===== src/rtl/assert_macros.svh =====
// Assertion macros for the RTL files; the calibrator core includes them.
`ifndef ASSERT_MACROS_SVH
`define ASSERT_MACROS_SVH

// Property must hold at every clock edge once out of reset.
`define ASSERT_ALWAYS(label, clk, rst_n, expr, msg) \
    label: assert property (@(posedge clk) disable iff (!rst_n) (expr)) else $error(msg);

// Antecedent in this cycle implies consequent in the next one.
`define ASSERT_NEXT(label, clk, rst_n, ante, cons, msg) \
    label: assert property (@(posedge clk) disable iff (!rst_n) (ante) |=> (cons)) \
        else $error(msg);

// Antecedent implies consequent in the same cycle.
`define ASSERT_IMPLY(label, clk, rst_n, ante, cons, msg) \
    label: assert property (@(posedge clk) disable iff (!rst_n) (ante) |-> (cons)) \
        else $error(msg);

`endif


===== src/rtl/pcoc_pkg.sv =====
// Shared constants and types for the phase current offset calibrator.
`default_nettype none

package pcoc_pkg;

    localparam int unsigned RAW_W      = 12;
    localparam int unsigned GAIN_W     = 16;
    localparam int unsigned CUR_W      = 15;
    localparam int unsigned SUM_W      = 20;
    localparam int unsigned TICK_W     = 8;

    // Calibration run length, 1 to 255 ticks.
    localparam int unsigned CAL_SAMPLES = 25;

    // Exact divide by CAL_SAMPLES for any SUM_W-bit sum: q = (x * CAL_RECIP) >> CAL_SHIFT.
    localparam int unsigned RECIP_W    = SUM_W + 1;
    localparam int unsigned CAL_SHIFT  = SUM_W + $clog2(CAL_SAMPLES);
    localparam longint unsigned CAL_RECIP_L =
        ((64'd1 << CAL_SHIFT) + CAL_SAMPLES - 1) / CAL_SAMPLES;
    localparam logic [RECIP_W-1:0] CAL_RECIP = RECIP_W'(CAL_RECIP_L);
    localparam logic [TICK_W-1:0]  CAL_LAST  = TICK_W'(CAL_SAMPLES - 1);

    localparam logic [GAIN_W-1:0] GAIN_RESET = 16'd1719;

    // Command codes
    localparam logic CMD_SAMPLE = 1'b0;
    localparam logic CMD_TICK   = 1'b1;

    // APB register map
    localparam int unsigned PADDR_W = 3;
    localparam int unsigned PDATA_W = 32;
    localparam logic [PADDR_W-1:0] ADDR_CURRENT_GAIN = 3'd0;

    // Per-phase control from the top level
    typedef struct packed {
        logic sample;    // sample transaction leaves stage 1
        logic accum;     // tick with motor stopped: add latest raw to sum
        logic cal_done;  // last tick of a run: load offset, clear sum
    } t_phase_ctrl;

endpackage

`default_nettype wire


===== src/rtl/pcoc_phase.sv =====
// One phase: latest raw, offset learning and raw-to-milliamp conversion.
`default_nettype none

module pcoc_phase (
    input  wire                          i_clk,
    input  wire                          i_rst_n,
    input  wire pcoc_pkg::t_phase_ctrl   i_ctrl,
    input  wire [pcoc_pkg::RAW_W-1:0]    i_raw,
    input  wire [pcoc_pkg::GAIN_W-1:0]   i_gain,
    output logic [pcoc_pkg::CUR_W-1:0]   o_current
);
    import pcoc_pkg::*;

    localparam int unsigned MUL_W  = RAW_W + GAIN_W;
    localparam int unsigned SCL_W  = MUL_W + 1 - 8;
    localparam int unsigned PROD_W = SUM_W + RECIP_W;

    logic [RAW_W-1:0]  r_latest, n_latest;
    logic [SUM_W-1:0]  r_sum,    n_sum;
    logic [RAW_W-1:0]  r_offset, n_offset;

    logic [RAW_W-1:0]  diff;
    logic [MUL_W-1:0]  mul;
    logic [MUL_W:0]    rnd;
    logic [SCL_W-1:0]  scaled;
    logic [SUM_W-1:0]  sum_inc;
    logic [PROD_W-1:0] quo_prod;
    logic [PROD_W-1:0] quo;

    // Conversion: clamp negative difference, Q8.8 gain, round half up, saturate.
    always_comb begin
        diff   = (i_raw > r_offset) ? (i_raw - r_offset) : '0;
        mul    = MUL_W'(diff) * MUL_W'(i_gain);
        rnd    = {1'b0, mul} + (MUL_W+1)'(128);
        scaled = rnd[MUL_W:8];
        if (|scaled[SCL_W-1:CUR_W]) begin
            o_current = '1;
        end else begin
            o_current = scaled[CUR_W-1:0];
        end
    end

    // Offset learning
    always_comb begin
        sum_inc  = r_sum + SUM_W'(r_latest);
        quo_prod = PROD_W'(sum_inc) * PROD_W'(CAL_RECIP);
        quo      = quo_prod >> CAL_SHIFT;
        n_latest = i_ctrl.sample ? i_raw : r_latest;
        n_sum    = r_sum;
        n_offset = r_offset;
        if (i_ctrl.accum) begin
            if (i_ctrl.cal_done) begin
                n_sum    = '0;
                n_offset = quo[RAW_W-1:0];
            end else begin
                n_sum    = sum_inc;
            end
        end
    end

    always_ff @(posedge i_clk) begin
        if (!i_rst_n) begin
            r_latest <= '0;
            r_sum    <= '0;
            r_offset <= '0;
        end else begin
            r_latest <= n_latest;
            r_sum    <= n_sum;
            r_offset <= n_offset;
        end
    end

endmodule

`default_nettype wire


===== src/rtl/phase_current_offset_calibrator_core.sv =====
// Top level of the three-phase current sense offset calibrator.
`default_nettype none

// Converts three-phase 12-bit current-sense ADC counts to milliamps with a
// learned per-phase zero-current offset removed. A sample transaction
// (cmd = 0) updates the latest raw counts and yields one result:
// min(32767, (max(0, raw - offset) * current_gain + 128) >> 8) per phase.
// A calibration tick (cmd = 1) with motor_stopped high adds the latest raw
// counts into per-phase sums; after CAL_SAMPLES such ticks each offset
// becomes sum / CAL_SAMPLES (truncated) and a new run starts. Ticks with the
// motor running are dropped and leave the run as is. Ticks never yield a
// result. Throughput is one transaction per clock but for the back-pressure
// below; an accepted input passes the input register, then the result
// register, with the single 12x16 multiply per phase between them.
// A result waiting under output stall does not block the input register
// from taking the next transaction; back-pressure reaches the input only
// when a sample sits in stage 1 behind a stalled result. current_gain sits
// at APB byte address 0 (16 bits, reset 1719, unsigned Q8.8 mA/count) and
// must only be written while the block is idle.
module phase_current_offset_calibrator_core (
    input  wire                           i_clk,
    input  wire                           i_rst_n,
    // APB configuration
    input  wire                           psel,
    input  wire                           penable,
    input  wire                           pwrite,
    input  wire [pcoc_pkg::PADDR_W-1:0]   paddr,
    input  wire [pcoc_pkg::PDATA_W-1:0]   pwdata,
    output logic [pcoc_pkg::PDATA_W-1:0]  prdata,
    output logic                          pready,
    // input channel
    input  wire                           i_in_valid,
    output logic                          o_in_stall,
    input  wire                           i_cmd,
    input  wire [pcoc_pkg::RAW_W-1:0]     i_raw_u,
    input  wire [pcoc_pkg::RAW_W-1:0]     i_raw_v,
    input  wire [pcoc_pkg::RAW_W-1:0]     i_raw_w,
    input  wire                           i_motor_stopped,
    // output channel
    output logic                          o_out_valid,
    input  wire                           i_out_stall,
    output logic [pcoc_pkg::CUR_W-1:0]    o_current_u,
    output logic [pcoc_pkg::CUR_W-1:0]    o_current_v,
    output logic [pcoc_pkg::CUR_W-1:0]    o_current_w
);
    import pcoc_pkg::*;

    `include "assert_macros.svh"

    // ---------------- configuration ----------------
    logic [GAIN_W-1:0] r_gain, n_gain;
    logic              gain_sel;
    logic              cfg_wr;

    assign pready   = 1'b1;
    assign gain_sel = (paddr == ADDR_CURRENT_GAIN);
    assign cfg_wr   = psel && penable && pwrite && pready;
    assign n_gain   = (cfg_wr && gain_sel) ? pwdata[GAIN_W-1:0] : r_gain;
    assign prdata   = gain_sel ? PDATA_W'(r_gain) : '0;

    // ---------------- stage 1: input register ----------------
    logic             r_s1_valid, n_s1_valid;
    logic             r_s1_cmd;
    logic             r_s1_stopped;
    logic [RAW_W-1:0] r_s1_raw_u, r_s1_raw_v, r_s1_raw_w;
    logic             in_accept;
    logic             s1_adv;

    // Ticks retire without touching the output register; samples need it
    // to be empty or draining this cycle.
    assign s1_adv     = r_s1_valid &&
                        (r_s1_cmd == CMD_TICK || !o_out_valid || !i_out_stall);
    assign o_in_stall = r_s1_valid && !s1_adv;
    assign in_accept  = i_in_valid && !o_in_stall;

    always_comb begin
        n_s1_valid = r_s1_valid;
        if (in_accept) begin
            n_s1_valid = 1'b1;
        end else if (s1_adv) begin
            n_s1_valid = 1'b0;
        end
    end

    // ---------------- calibration run counter ----------------
    logic [TICK_W-1:0] r_tick_count, n_tick_count;
    t_phase_ctrl       ctrl;

    always_comb begin
        ctrl.sample   = s1_adv && (r_s1_cmd == CMD_SAMPLE);
        ctrl.accum    = s1_adv && (r_s1_cmd == CMD_TICK) && r_s1_stopped;
        ctrl.cal_done = ctrl.accum && (r_tick_count == CAL_LAST);
        n_tick_count  = r_tick_count;
        if (ctrl.accum) begin
            n_tick_count = ctrl.cal_done ? '0 : r_tick_count + 1'b1;
        end
    end

    // ---------------- per-phase datapath ----------------
    logic [CUR_W-1:0] cur_u, cur_v, cur_w;

    pcoc_phase u_phase_u (
        .i_clk     (i_clk),
        .i_rst_n   (i_rst_n),
        .i_ctrl    (ctrl),
        .i_raw     (r_s1_raw_u),
        .i_gain    (r_gain),
        .o_current (cur_u)
    );

    pcoc_phase u_phase_v (
        .i_clk     (i_clk),
        .i_rst_n   (i_rst_n),
        .i_ctrl    (ctrl),
        .i_raw     (r_s1_raw_v),
        .i_gain    (r_gain),
        .o_current (cur_v)
    );

    pcoc_phase u_phase_w (
        .i_clk     (i_clk),
        .i_rst_n   (i_rst_n),
        .i_ctrl    (ctrl),
        .i_raw     (r_s1_raw_w),
        .i_gain    (r_gain),
        .o_current (cur_w)
    );

    // ---------------- result register ----------------
    logic r_out_valid, n_out_valid;

    always_comb begin
        n_out_valid = r_out_valid;
        if (ctrl.sample) begin
            n_out_valid = 1'b1;
        end else if (!i_out_stall) begin
            n_out_valid = 1'b0;
        end
    end

    assign o_out_valid = r_out_valid;

    // ---------------- registers ----------------
    always_ff @(posedge i_clk) begin
        if (!i_rst_n) begin
            r_gain       <= GAIN_RESET;
            r_s1_valid   <= 1'b0;
            r_tick_count <= '0;
            r_out_valid  <= 1'b0;
        end else begin
            r_gain       <= n_gain;
            r_s1_valid   <= n_s1_valid;
            r_tick_count <= n_tick_count;
            r_out_valid  <= n_out_valid;
        end
    end

    // payload, no reset
    always_ff @(posedge i_clk) begin
        if (in_accept) begin
            r_s1_cmd     <= i_cmd;
            r_s1_stopped <= i_motor_stopped;
            r_s1_raw_u   <= i_raw_u;
            r_s1_raw_v   <= i_raw_v;
            r_s1_raw_w   <= i_raw_w;
        end
        if (ctrl.sample) begin
            o_current_u  <= cur_u;
            o_current_v  <= cur_v;
            o_current_w  <= cur_w;
        end
    end

    // ---------------- assertions ----------------
    `ASSERT_ALWAYS(a_tick_range, i_clk, i_rst_n, r_tick_count <= CAL_LAST,
        "tick count ran past the calibration run length")
    `ASSERT_IMPLY(a_sample_blocks, i_clk, i_rst_n,
        r_s1_valid && r_s1_cmd == CMD_SAMPLE && r_out_valid && i_out_stall,
        o_in_stall, "sample behind a stalled result did not stall the input")
    `ASSERT_NEXT(a_tick_no_result, i_clk, i_rst_n,
        r_s1_valid && r_s1_cmd == CMD_TICK && !r_out_valid, !r_out_valid,
        "calibration tick produced a result")

endmodule

`default_nettype wire


===== config.mk =====
export PLATFORM = sky130hd
export DESIGN_NAME = phase_current_offset_calibrator_core
export DESIGN_NICKNAME = d
export VERILOG_FILES = /design/src/rtl/pcoc_pkg.sv /design/src/rtl/pcoc_phase.sv /design/src/rtl/phase_current_offset_calibrator_core.sv
export VERILOG_INCLUDE_DIRS = /design/src /design/src/rtl
export SDC_FILE = /design/constraint.sdc
export NUM_CORES = 2
export LEC_CHECK = 0
export ABC_AREA = 1
export BUFFER_PORTS_ARGS = -buffer_cell sky130_fd_sc_hd__buf_2
export CORE_UTILIZATION = 45
export DETAILED_ROUTE_END_ITERATION = 6
export PLACE_DENSITY = 0.65
export REMOVE_ABC_BUFFERS = 1
export SYNTH_ARGS = -nofsm -noshare
export SYNTH_HDL_FRONTEND = slang
export SYNTH_SLANG_ARGS = --single-unit

===== constraint.sdc =====
create_clock -name i_clk -period 6.4 [get_ports i_clk]
set_input_delay 0.32 -clock i_clk [delete_from_list [all_inputs] [get_ports i_clk]]
set_output_delay 0.32 -clock i_clk [all_outputs]
set_load 0.02 [all_outputs]

# [Word level (Yosys, flattened, before mapping)]
# Index checks and enable logic that the tools add are counted.
[totals] regBits=241 latch_bits=0 mem_bits_rw=0 rom_bits=0 inputBits=80 out_inout_bits=80 word_cells=77 n_memories=0
[op_classes] addsub=10 mul=6 div=0 order_cmp=3 eq_ne=2 shift=0 mux=12 bitwise=1 reduce_logical=22
[op_table] op="20-bit by 20-bit multiplier with 36-bit output, second input constant" n=3
[op_table] op="28-bit by 8-bit adder with 29-bit output, second input constant" n=3
[op_table] op="12-bit by 16-bit multiplier with 28-bit output" n=3
[op_table] op="20-bit by 12-bit adder with 20-bit output" n=3
[op_table] op="20-bit two-way mux" n=3
[op_table] op="12-bit greater-than comparator" n=3
[op_table] op="12-bit two-way mux" n=3
[op_table] op="12-bit subtractor" n=3
[op_table] op="6-bit OR reduction" n=3
[op_table] op="16-bit two-way mux" n=1
[op_table] op="1-bit logical AND" n=10
[op_table] op="8-bit by 1-bit adder with 8-bit output, second input constant" n=1
[op_table] op="8-bit by 5-bit equality test with 1-bit output, second input constant" n=1
[op_table] op="8-bit two-way mux" n=1
[op_table] op="1-bit zero test" n=4
[op_table] op="1-bit two-way mux" n=4
[op_table] op="3-bit zero test" n=1
[op_table] op="1-bit logical OR" n=2
[op_table] op="2-bit by 1-bit != test with 1-bit output, second input constant" n=1
[op_table] op="2-bit AND reduction" n=1
[op_table] op="2-bit nonzero test" n=1
[op_table] op="1-bit inverter" n=1

# [Longest topological paths before layout]
[depth] ltp_word=9 depth_mapped=40 mapped_depth_nobuf=40

# [Cells and area by module]
# From an unflattened synthesis, not the netlist that was laid out.
[unflattened] hier_cells=6784 hier_area_um2=55156.6
[by_module_without_submodules] mod="pcoc_phase at u_phase_w" n_inst=1 cells_per_inst=2178 area_each_um2=17196.5 seq_area_each_um2=880.8
[by_module_without_submodules] mod="pcoc_phase at u_phase_v" n_inst=1 cells_per_inst=2180 area_each_um2=17067.6 seq_area_each_um2=880.8
[by_module_without_submodules] mod="pcoc_phase at u_phase_u" n_inst=1 cells_per_inst=2141 area_each_um2=17028.8 seq_area_each_um2=880.8
[by_module_without_submodules] mod="phase_current_offset_calibrator_core" n_inst=1 cells_per_inst=285 area_each_um2=3863.7 seq_area_each_um2=3012.9

# [Least setup slack after synthesis]
# Ideal clock, no wire load.
[synth_timing] kind="register to register" startpoint="register u_phase_v.r_sum[0]" endpoint="register u_phase_v.r_offset[5]" setup_ns=0.109 arrival_time_ns=6.692 required_ns=6.291 path_slack_ns=-0.401 stages_incl_launch_ff=33 n_path_buf=0 synth_period_minus_slack_ns=6.801 path_cell_list="dfxtp_1 ha_1 inv_1 fa_1 inv_1 nand3_1 nand2_1 a21boi_1 o21ai_0 a21oi_1 xor2_1 ha_1 fa_1 inv_1 fa_1 fa_1 inv_1 fa_1 inv_1 fa_1 fa_1 inv_1 ha_1 a21oi_1 o21bai_1 a21oi_1 nor2_1 nor3_1 nand2_1 nand2_1 nand3_1 nand2_1 inv_1"
[synth_between] elab_chain_cells=2
[synth_lines] element="start, declared" line_no="pcoc_phase.sv:19" source="logic [SUM_W-1:0] r_sum, n_sum;"
[synth_lines] element="start signal, assigned" line_no="pcoc_phase.sv:68" source="r_sum <= n_sum;"
[synth_lines] element="20-bit by 12-bit adder with 20-bit output" line_no="pcoc_phase.sv:45" source="sum_inc = r_sum + SUM_W'(r_latest);"
[synth_lines] element="20-bit by 20-bit multiplier with 36-bit output" line_no="pcoc_phase.sv:46" source="quo_prod = PROD_W'(sum_inc) * PROD_W'(CAL_RECIP);"
[synth_lines] element="end signal, assigned" line_no="pcoc_phase.sv:69" source="r_offset <= n_offset;"
[synth_lines] element="end, declared" line_no="pcoc_phase.sv:20" source="logic [RAW_W-1:0] r_offset, n_offset;"
# Every way passes these cells.
# A chain may end at the register's enable or synchronous reset.

# [Worst setup path after layout]
[layout_timing] startpoint="register r_s1_raw_v[7]" endpoint="register o_current_v[7] (netlist name) (data pin)"
[layout_between] elab_chain_cells=5 word_cells_on_any_way=6 cone_classes="2 x add/sub; 1 x mul; 1 x order compare; 1 x mux; 1 x reduce/logical"
[layout_lines] element="start, declared" line_no="phase_current_offset_calibrator_core.sv:65" source="logic [RAW_W-1:0] r_s1_raw_u, r_s1_raw_v, r_s1_raw_w;"
[layout_lines] element="start signal, assigned" line_no="phase_current_offset_calibrator_core.sv:164" source="r_s1_raw_v <= i_raw_v;"
[layout_lines] element="12-bit subtractor / 12-bit greater-than comparator (equally long branches)" line_no="pcoc_phase.sv:32" source="diff = (i_raw > r_offset) ? (i_raw - r_offset) : '0;"
[layout_lines] element="12-bit two-way mux *" line_no="pcoc_phase.sv:32"
[layout_lines] element="12-bit by 16-bit multiplier with 28-bit output *" line_no="pcoc_phase.sv:33" source="mul = MUL_W'(diff) * MUL_W'(i_gain);"
[layout_lines] element="28-bit by 8-bit adder with 29-bit output *" line_no="pcoc_phase.sv:34" source="rnd = {1'b0, mul} + (MUL_W+1)'(128);"
[layout_lines] element="6-bit OR reduction" line_no="pcoc_phase.sv:36" source="if (|scaled[SCL_W-1:CUR_W]) begin"
[layout_lines] element="end signal, assigned" line_no="phase_current_offset_calibrator_core.sv:169" source="o_current_v <= cur_v;"
[layout_lines] element="end, declared" line_no="phase_current_offset_calibrator_core.sv:43" source="output logic [pcoc_pkg::CUR_W-1:0] o_current_v,"
# Mark *: on every way between the ends. The rest lies on a longest branch, timed or not.

==> flow_metrics.tcl <==
set metrics [dict create \
    yosysTopAreaCell "fa_1" \
    port_buffers 126 \
    yosys_most_used_dff "dfxtp_1" \
    clockRootBuffer "clkbuf_16" \
    antenna_found_initial 5 \
    drt-pass1-iter-count 6 \
    netlist_instances 6731 \
    dp_hpwl_um 137000 \
    syn2layout_area_growth_pct 36.82 \
    finClkSkew_ns 0.02727 \
    ios 160 \
    synth.avg_cell_area_um2 8.067 \
    grt_pass1_wl_um 274500 \
    cts.sink_count 241 \
    start_util 0.4532 \
    wl_per_cell_um 17.95 \
    core_mm2 0.1198 \
    yosys-top-cells-count "inv_1, nand2_1, ha_1" \
    slowest_stage "fa_1" \
    die_area_mm2 0.1221 \
    vias 49330 \
    p_leak_uw 0.03883 \
    max_freq_mhz 144.4 \
    top_layer_used "met5" \
    clockBufferDepth 3 \
    gp_congestion 0.9526 \
    ys_ff_latch 241 \
    route.met3.wl_um 11470 \
    clock_latency_ns 0.60 \
    drt_iter0_markers 3281 \
    synth_edf_count 83 \
    wl_met1_um 73620 \
    die_h_um 349.4 \
    numCtsBuffers 35 \
    final_nets 9869 \
    slew_viol_final 0 \
    finalSetupViolations 81 \
    maxCapViolations 0 \
    required_ns 6.73 \
    cts_tree "done" \
    pwr_density_cell_mw_per_mm2 409.0 \
    path_class "flip-flop to flip-flop" \
    hold_class "primary input to flip-flop" \
    yosysSeqAreaShare 0.1041 \
    grt_start_max_net_pins 78 \
    rows 127 \
    wirelength_um 173500 \
    worst_slew_pin_slew_ns 1.100 \
    cts.htree.levels 2 \
    maxSlewHeadroom 0.2669 \
    synth_top_area_frac 0.3163 \
    max_stage_delay_ns 0.60 \
    timing.final.ws_setup_ns -0.5240 \
    cp_common_cell "fa_1" \
    dpl.cell_count 9354 \
    wl_met2_um 80930 \
    layout-drive-gt1-share 0.3219 \
    finalHoldViolations 0 \
    antenna_left 0 \
    min_period_ns 6.924 \
    fin_crit_sh 1.082 \
    violations "setup timing" \
    stdcell_count 9669 \
    grt-ovfl-total 0 \
    via_per_inst 5.101 \
    drc_errors 0 \
    async_flop_share 0 \
    yosysMostFrequentCell "inv_1" \
    netlist_area_mm2 0.05430 \
    rsz0062_at_grt "yes" \
    grt_pass1_vias 51690 \
    crit_path_end_kind "flip-flop" \
    synthTopCellsByArea "fa_1, ha_1, inv_1" \
    outcome "finished, violations left" \
    yosys.cell_types.count 47 \
    vdd_drop_max_uv 788.7 \
    cp_max_fo 8 \
    die_x_um 349.4 \
    path_clk_slew_ns 0.06 \
    cp-start-kind "flip-flop" \
    cp.arrival_ns 7.26 \
    yosys_warnings 0 \
    grtUsageTotal 0.2852 \
    utilization 0.6201 \
]
==> metrics by stage <==
stage                     setup slack [ns]  setup TNS (ns)  cell area (um2)  hold WS (ns)  power, uW
final                              -0.5240          -30.57            74300       0.08135      30390
after global routing               -0.7836          -50.59            74300       0.06978      33000
after CTS                          -0.2924          -17.80            72080       0.02440      27980
after detailed placement           -0.8426          -53.35            64280        0.4517      20990
after global placement             -0.8044          -48.34            64280        0.4431      20780
after floorplan                    -0.8074          -32.43            53640        0.4189      13110
==> power by group <==
part	switching, uW	internal [uW]	leakage [uW]
Sequential	65.4	2230	0.00207
Clock	865	1190	0.000575
Combinational	13600	12500	0.0362
==> critical path: cells and delay by family (launching register included) <==
kind | cells | cell delay, ns
AO/OA/AOI/OAI | 4 | 0.67
buffers and inverters | 7 | 0.90
adder cells (fa/ha/maj) | 7 | 3.07
AND/OR/NAND/NOR | 13 | 1.50
flip-flops | 1 | 0.51
==> sequential cells by signal, indices dropped and copies added (netlist names) <==
register / cells
o_current_u: 15
o_current_v: 15
o_current_w: 15
o_out_valid: 1
r_gain: 16
r_s1_cmd: 1
r_s1_raw_u: 12
r_s1_raw_v: 12
r_s1_raw_w: 12
r_s1_stopped: 1
r_s1_valid: 1
r_tick_count: 8
u_phase_u.r_latest: 12
u_phase_u.r_offset: 12
u_phase_u.r_sum: 20
u_phase_v.r_latest: 12
u_phase_v.r_offset: 12
u_phase_v.r_sum: 20
u_phase_w.r_latest: 12
u_phase_w.r_offset: 12
u_phase_w.r_sum: 20
==> kinds of logic after synthesis <==
logic type | count (synthesis) | share of synthesized area
DFF | 241 | 0.1041
xor gates and xnor gates | 108 | 0.01742
other | 2 | 0.0001383
buffers and inverters | 1783 | 0.1257
AOI/OAI and AO/OA | 653 | 0.06512
and+or+nand+nor | 2184 | 0.1633
adders and majority gates | 1760 | 0.5241
==> per-layer routing <==
layer / track usage / vias to the layer above
met4: 0.09971 / 2
li1: - / 23260
met5: 0 / -
met2: 0.4778 / 1661
met3: 0.03131 / 372
met1: 0.3817 / 24030
==> area by class of cell <==
| cell class | count | area [um2] |
|---|---|---|
| multi-input combinational | 4722 | 48060 |
| fill | 9986 | 45520 |
| timing repair buffer | 1402 | 11160 |
| inverter | 1627 | 6168 |
| sequential | 241 | 5689 |
| tap | 1612 | 2017 |
| clock buffer | 41 | 928.4 |
| clock inverter | 23 | 276.5 |
| antenna | 1 | 2.502 |
==> placed cells by master, fill, tap and decap left out, drive strengths merged, types with 3 or more instances in the layout <==
cell type	Yosys	routed
a21oi	355	355
o311ai	5	5
nor4	10	10
nor3	109	109
nor2	609	609
a21boi	10	10
a21o	20	20
xnor2	41	41
fa	858	858
o211ai	6	6
nor3b	3	3
bufinv	0	3
and2	4	4
a31oi	12	12
nand4	32	32
buf	52	1351
a211oi	5	5
edfxtp	83	83
or2	9	9
inv	1621	1620
o21a	11	11
nand2	1162	1162
dfxtp	158	158
o21bai	31	31
o21ai	195	195
clkbuf	104	45
dlygate4sd3	0	47
ha	902	902
nand3	237	237
clkinv	6	16
and3	4	4
clkinvlp	0	11
nand3b	5	5
conb	2	17
xor2	67	67
==> final timing paths <==
path                                                       start                                to  slack [ns]  cells after the start
worst max-delay path                     r_s1_raw_v[7]$_DFFE_PP_      o_current_v[7]$_SDFFCE_PP1P_       -0.52                     31
worst min-delay path                                   pwdata[0]            r_gain[0]$_SDFFE_PN1P_        0.08                      3
worst max register to register           r_s1_raw_v[7]$_DFFE_PP_      o_current_v[7]$_SDFFCE_PP1P_       -0.52                     31
worst min register to register  u_phase_v.r_sum[18]$_SDFFE_PN0P_  u_phase_v.r_sum[18]$_SDFFE_PN0P_        0.47                      2
==> timing repair <==
item	4_1_cts	5_1_grt
setup buffers	133	76
setup endpoints to repair	81	81
hold buffers	47	0
hold endpoints to repair	47	0
gates cloned	5	1
gates resized for setup	1093	453
pin swaps	403	377
Power figures use the tool's default switching activity.
